===== src/rtl/pmot_pkg.sv =====
package pmot_pkg;

  localparam int MAX_COMPONENTS = 4;
  localparam int OUTLIER_DEPTH  = 1024;
  localparam int COS_TABLE_BITS = 10;

  localparam int ADDR_W  = $clog2(OUTLIER_DEPTH);
  localparam int TOTAL_W = ADDR_W + 1;
  localparam int ACC_W   = 36;
  localparam int ROM_SH  = 16 - COS_TABLE_BITS;
  localparam int QTR_W   = COS_TABLE_BITS - 2;
  localparam int QTR_N   = 1 << QTR_W;

  localparam logic [31:0] START_LENGTH_RST = 32'd86400;
  localparam logic signed [ACC_W-1:0] HALF_Q30 = 36'sd536870912;

  localparam logic [2:0] REG_DC_GAIN      = 3'd0;
  localparam logic [2:0] REG_START_LENGTH = 3'd1;
  localparam logic [2:0] REG_COMP_COUNT   = 3'd2;
  localparam logic [2:0] REG_COMP_A       = 3'd3;
  localparam logic [2:0] REG_COMP_B       = 3'd4;
  localparam logic [2:0] REG_COMP_C       = 3'd5;
  localparam logic [2:0] REG_COMP_D       = 3'd6;

  localparam logic [0:0] MODE_ADD      = 1'b0;
  localparam logic [0:0] MODE_RETRIEVE = 1'b1;

  typedef struct packed {
    logic        mode;
    logic [31:0] query_time;
    logic        observed_bit;
  } in_item_t;

  typedef struct packed {
    logic state_bit;
    logic outlier_added;
    logic store_full;
  } result_t;

  typedef struct packed {
    logic        start;
    logic [47:0] dividend;
    logic [31:0] divisor;
  } div_req_t;

  typedef struct packed {
    logic        done;
    logic [15:0] quot;
  } div_rsp_t;

  typedef enum logic [2:0] {
    ST_IDLE,
    ST_SCAN_RD,
    ST_SCAN_CHK,
    ST_COMP,
    ST_DIV,
    ST_LOOKUP,
    ST_ACC,
    ST_FINISH
  } state_e;

  typedef logic [14:0] cos_rom_t [QTR_N+1];

  // quarter-wave cosine, Q30 polynomial, rounded to Q1.15 magnitude
  function automatic logic [14:0] quarter_cos_q15(input longint unsigned p);
    longint unsigned u, u2, b, t, v, r;
    u  = p << 16;
    u2 = (u * u) >> 30;
    b  = 64'd22401992 - ((u2 * 64'd987046) >> 30);
    b  = 64'd272375557 - ((u2 * b) >> 30);
    b  = 64'd1324675879 - ((u2 * b) >> 30);
    t  = (u2 * b) >> 30;
    v  = (t >= 64'd1073741824) ? 64'd0 : 64'd1073741824 - t;
    r  = (v + 64'd16384) >> 15;
    if (r > 64'd32767) r = 64'd32767;
    return r[14:0];
  endfunction

  function automatic cos_rom_t build_cos_rom();
    cos_rom_t rom;
    for (int k = 0; k <= QTR_N; k++) begin
      rom[k] = quarter_cos_q15(longint'(k) << ROM_SH);
    end
    return rom;
  endfunction

  localparam cos_rom_t COS_ROM = build_cos_rom();

endpackage


===== src/rtl/pmot_div.sv =====
module pmot_div (
  input  logic                clk_i,
  input  logic                rst_ni,
  input  pmot_pkg::div_req_t  req_i,
  output pmot_pkg::div_rsp_t  rsp_o
);

  // restoring divider: low 16 quotient bits of (dividend << 16) / divisor, one bit a cycle
  logic        run_q, run_d;
  logic        done_q, done_d;
  logic [5:0]  cnt_q, cnt_d;
  logic [63:0] num_q, num_d;
  logic [31:0] den_q, den_d;
  logic [31:0] rem_q, rem_d;
  logic [15:0] quot_q, quot_d;
  logic [32:0] trial;
  logic        fits;

  assign trial = {rem_q, num_q[63]};
  assign fits  = trial >= {1'b0, den_q};

  always_comb begin
    run_d  = run_q;
    done_d = 1'b0;
    cnt_d  = cnt_q;
    num_d  = num_q;
    den_d  = den_q;
    rem_d  = rem_q;
    quot_d = quot_q;
    if (req_i.start) begin
      run_d  = 1'b1;
      cnt_d  = '0;
      num_d  = {req_i.dividend, 16'd0};
      den_d  = req_i.divisor;
      rem_d  = '0;
    end else if (run_q) begin
      num_d  = {num_q[62:0], 1'b0};
      rem_d  = fits ? 32'(trial - {1'b0, den_q}) : trial[31:0];
      quot_d = {quot_q[14:0], fits};
      cnt_d  = cnt_q + 6'd1;
      if (cnt_q == 6'd63) begin
        run_d  = 1'b0;
        done_d = 1'b1;
      end
    end
  end

  always_ff @(posedge clk_i or negedge rst_ni) begin
    if (!rst_ni) begin
      run_q  <= 1'b0;
      done_q <= 1'b0;
      cnt_q  <= '0;
    end else begin
      run_q  <= run_d;
      done_q <= done_d;
      cnt_q  <= cnt_d;
    end
  end

  always_ff @(posedge clk_i) begin
    num_q  <= num_d;
    den_q  <= den_d;
    rem_q  <= rem_d;
    quot_q <= quot_d;
  end

  assign rsp_o.done = done_q;
  assign rsp_o.quot = quot_q;

endmodule


===== config.mk =====
export PLATFORM = sky130hd
export DESIGN_NAME = pmot_div
export DESIGN_NICKNAME = d
export VERILOG_FILES = /design/src/rtl/pmot_pkg.sv /design/src/rtl/pmot_div.sv
export SDC_FILE = /design/constraint.sdc
export NUM_CORES = 1
export LEC_CHECK = 0
export BUFFER_PORTS_ARGS = -buffer_cell sky130_fd_sc_hd__clkbuf_2
export CORE_UTILIZATION = 45
export DETAILED_ROUTE_END_ITERATION = 10
export PLACE_DENSITY = 0.69
export SLEW_MARGIN = 25
export SYNTH_ARGS = -nofsm -noshare
export SYNTH_HDL_FRONTEND = slang
export SYNTH_SLANG_ARGS = --single-unit

===== constraint.sdc =====
create_clock -name clk_i -period 2.6 [get_ports clk_i]
set_clock_uncertainty 0.1 [all_clocks]
set_input_delay 0.26 -clock clk_i [delete_from_list [all_inputs] [get_ports clk_i]]
set_output_delay 0.26 -clock clk_i [all_outputs]
set_load 0.005 [all_outputs]

==> reports/results.txt <==
For the remaining max-slew budget at the tightest pin, the log shows 0.603. The number of top-level design ports came out at 100. For this run, the post-layout net count is 939. The initialized floorplan defines 45 standard-cell rows.

The number of synthesized flops with an enable pin was 96. Primary flip-flop cell chosen by synthesis mapping: sky130_fd_sc_hd__edfxtp_1. The run gives 2.78 ns as the required time of the worst setup path. The clock drives 136 sinks. The internal portion of the total power is 5.49 mW. By startpoint and endpoint, the worst setup path is classified as reg -> reg. TritonCTS built the clock tree. The via count of the first global-routing pass was 5667. The run finished, with violations left. After global routing the overflow that remains totals 0. The share of total power in combinational logic was 0.375; the worst path buffer plus inverter count was 3. The tightest min-delay check is of the in -> reg type. For the pin with the worst max-slew slack, the measured transition is 0.595 ns. From synthesis to final layout, the design area changed by 38.1%. The register bit total from synthesis came out at 136.

The maximum fanout along the worst path came out at 7. Type of element launching the critical path: a flop. Summed over all cells, the static leakage comes to 4.35 nW. Minimum clock period: 2.79 ns. The tools report the global routing usage summed across all routing layers as 0.208.

The H-tree generated during clock tree synthesis spans 4 levels. Worst-case hold slack: 0.0315 ns. Detailed placement ended at an HPWL of 10900 um. The total design power came out at 8.05 mW. The synthesized design spends more area on one cell type than any other, namely sky130_fd_sc_hd__edfxtp_1.

The fraction of post-synthesis cell area in the top cell type by area is 0.414. The overall die area is 16000 um2, and the final weighted congestion in routability-driven placement is 0.952. The height of the die is 126 um. The number of buffers inserted by port buffering was 99. The part of the cycle the worst path needs works out to 1.07. Ranked by total cell area, the synthesized netlist is headed by sky130_fd_sc_hd__edfxtp_1 41%, sky130_fd_sc_hd__dfxtp_1 9.2%, sky130_fd_sc_hd__mux2_2 7.6%.

The logs give 0 for the antenna diode count and 2.97 ns for the critical path arrival. In the routed design, unresolved DRC markers number 0. Setup repair after global routing could not meet its margin everywhere. On the critical path the largest part of the delay comes from compound AO/OA/AOI/OAI gates. For the worst vdd rail ir drop, the log shows 0.565 mV. The routed wire length was 15700 um; the largest net degree at the start of global routing was 51. The run gives 0.535 as the register area share after synthesis.

After synthesis, the mean cell area works out to 11.8 um2. Detailed-route via count: 5326. The clock latency on the worst-skew pair was 0.43 ns; the number of max-capacitance violations reported was 0. For the number of endpoints failing setup at the final stage, the log shows 32. TritonCTS created 17 clock buffers.

The element type at the critical path end was a flop. In the synthesized netlist, the number of instances is 590. The tools report the starting utilization of the core area as 0.459. In the final routed layout, each cell accounts on average for 15.3 um.

Clock power share: 0.277. Summed over all nets, the switching power comes to 2.56 mW. The logs give 0 for the number of warnings reported in the yosys synthesis log and 0.348 for the proportion of power drawn by flip-flops and latches. The first-pass detailed-route iteration total is 4. The proportion of layout cells with a drive suffix above 1 is 0.394.

The initial DRC count is 295, and the proportion of synthesized flip-flops having asynchronous set or reset is 0.0588. The switching part of the total is 0.318. The slowest stage of the critical path belongs to the cell sky130_fd_sc_hd__edfxtp_1.

Prior to clock tree synthesis, the placed netlist has a worst setup slack of -0.330 ns. Summing every instance area after synthesis gives 6960 um2. Leaving out fill and tap cells, the most frequent cells in the layout are 99 x sky130_fd_sc_hd__buf_4, 98 x sky130_fd_sc_hd__clkbuf_2, 96 x sky130_fd_sc_hd__edfxtp_1. Walking the worst path, the cells encountered are inv_2, ha_4, nor2b_4, o21bai_4, a31oi_4, a21oi_2, o31ai_2, a21o_1, a221oi_4, buf_12, buf_12, mux2i_2, a211oi_1.

Slack of the critical path: -0.189 ns. The tools report the max-slew violation count as 0. The most frequent cell on the critical path was sky130_fd_sc_hd__buf_12. The power density over the cells works out to 838 nW/um2. The number of nets in the synthesized netlist is 707.

Maximum single-stage delay on the critical path: 0.44 ns. No sink is reached through more buffers than the 2 on the longest clock path. The initial antenna violation count came out at 0. CTS placed an instance of sky130_fd_sc_hd__clkbuf_16 at the clock tree root.

The first-pass GRT wire length is 26100 um, and the horizontal die dimension is 126 um. For the utilization after layout, the log shows 0.634. The floorplan step defined a core boundary enclosing 15100 um2.

The number of different library cells used by synthesis comes to 56. Timing would allow up to 0.359 GHz. The count of final hold-check violations was 0; the vias per cell was 5.21. The run gives 0 as the remaining number of nets flagged by the antenna check after routing. The clock transition at the register clock pins on the worst setup and hold paths after CTS was 0.07 ns. The library cell used most frequently in the layout, excluding fill and tap cells, is sky130_fd_sc_hd__buf_4. The final reports fail on negative setup slack.

The run gives -3.36 ns as the setup TNS.
[worst paths after layout]
check | start | end | slack, ns | cells past startpoint
worst max register to register | den_q[1] | rem_q[14] | -0.19 | 13
worst min-delay path | req_i[57] | num_q[41] | 0.03 | 2
worst min register to register | quot_q[9] | quot_q[10] | 0.35 | 0
min in group asynchronous | rst_ni | cnt_q[3] | 0.11 | 2
worst max-delay path | den_q[1] | rem_q[14] | -0.19 | 13
max in group asynchronous | rst_ni | cnt_q[2] | 2.11 | 2
[cell usage after synthesis (3+ instances only)]
cell                       count
sky130_fd_sc_hd__and3_1        3
sky130_fd_sc_hd__mux2_2       47
sky130_fd_sc_hd__o21bai_1      3
sky130_fd_sc_hd__a21o_1       15
sky130_fd_sc_hd__dfxtp_1      32
sky130_fd_sc_hd__nand2_1      35
sky130_fd_sc_hd__a31oi_1       7
sky130_fd_sc_hd__a21oi_1      26
sky130_fd_sc_hd__xnor2_1      18
sky130_fd_sc_hd__nor3_1        6
sky130_fd_sc_hd__mux2i_1      25
sky130_fd_sc_hd__buf_1         3
sky130_fd_sc_hd__or2_2         3
sky130_fd_sc_hd__dfrtp_1       8
sky130_fd_sc_hd__o21ai_0      21
sky130_fd_sc_hd__a211oi_1     19
sky130_fd_sc_hd__nor2_1       38
sky130_fd_sc_hd__clkbuf_1     18
sky130_fd_sc_hd__nand3_1      10
sky130_fd_sc_hd__nor2b_1       3
sky130_fd_sc_hd__o21a_1        3
sky130_fd_sc_hd__a32oi_1       5
sky130_fd_sc_hd__xor2_1       15
sky130_fd_sc_hd__nand2b_1      9
sky130_fd_sc_hd__nand4_1       7
sky130_fd_sc_hd__ha_1         33
sky130_fd_sc_hd__inv_1        36
sky130_fd_sc_hd__o211ai_1      5
sky130_fd_sc_hd__and2_1        6
sky130_fd_sc_hd__edfxtp_1     96
[power groups by stage]
stage	sequential, mW	clock, mW	combinational, mW
finish	2.80	2.23	3.02
global route	2.83	2.38	3.29
CTS	2.79	2.30	2.90
detailed placement	2.82	0	2.60
global placement	2.81	0	2.55
floorplan	2.79	0	1.61
[flip-flops by register name, summed over array words and instances, names as in the netlist]
signal  cells
num_q      48
den_q      32
rem_q      32
quot_q     16
cnt_q       6
done_q      1
run_q       1
[area by class of cell]
type	instances	area [um2]
clock buffer	18	429
timing repair buffer	239	1690
tap	188	235
sequential	136	3720
inverter	37	139
fill	1157	5540
clock inverter	14	115
multi-input combinational	391	3270
[kinds of logic after synthesis]
kind of cell               Yosys count  share of synthesized area
and+or+nand+nor                    126                     0.0851
buffers and inverters               63                     0.0371
muxes                               72                      0.112
DFF                                136                      0.535
xor gates and xnor gates            33                     0.0416
adders and majority gates           34                     0.0622
AOI/OAI and AO/OA                  126                      0.127
[layer usage]
metal  wire (um)  up-vias  part of all wire  global-route usage
met5           0        -                 0                   0
met4         385        0             0.025              0.0822
met3         928       33             0.059              0.0683
met2        7680      144              0.49               0.352
met1        6690     2509              0.43               0.244
li1            -     2640                 -                   -
[stage by stage]
stage / instance area (um2) / cells
6_report: 9610 / 1023
5_1_grt: 9610 / 1023
4_1_cts: 9460 / 1021
3_5_place_dp: 8330 / 944
3_3_place_gp: 8330 / 944
2_1_floorplan: 6990 / 590
[repair_timing]
| item | CTS | global route |
|---|---|---|
| pin swaps | 28 | 27 |
| endpoints found under the setup margin | 33 | 33 |
| hold buffers | 34 | 0 |
| resized for setup | 28 | 27 |
| hold endpoints to repair | 41 | 0 |
| buffers inserted | 10 | 3 |
| gates cloned | 1 | 0 |
(Power assumes the default switching activity.)
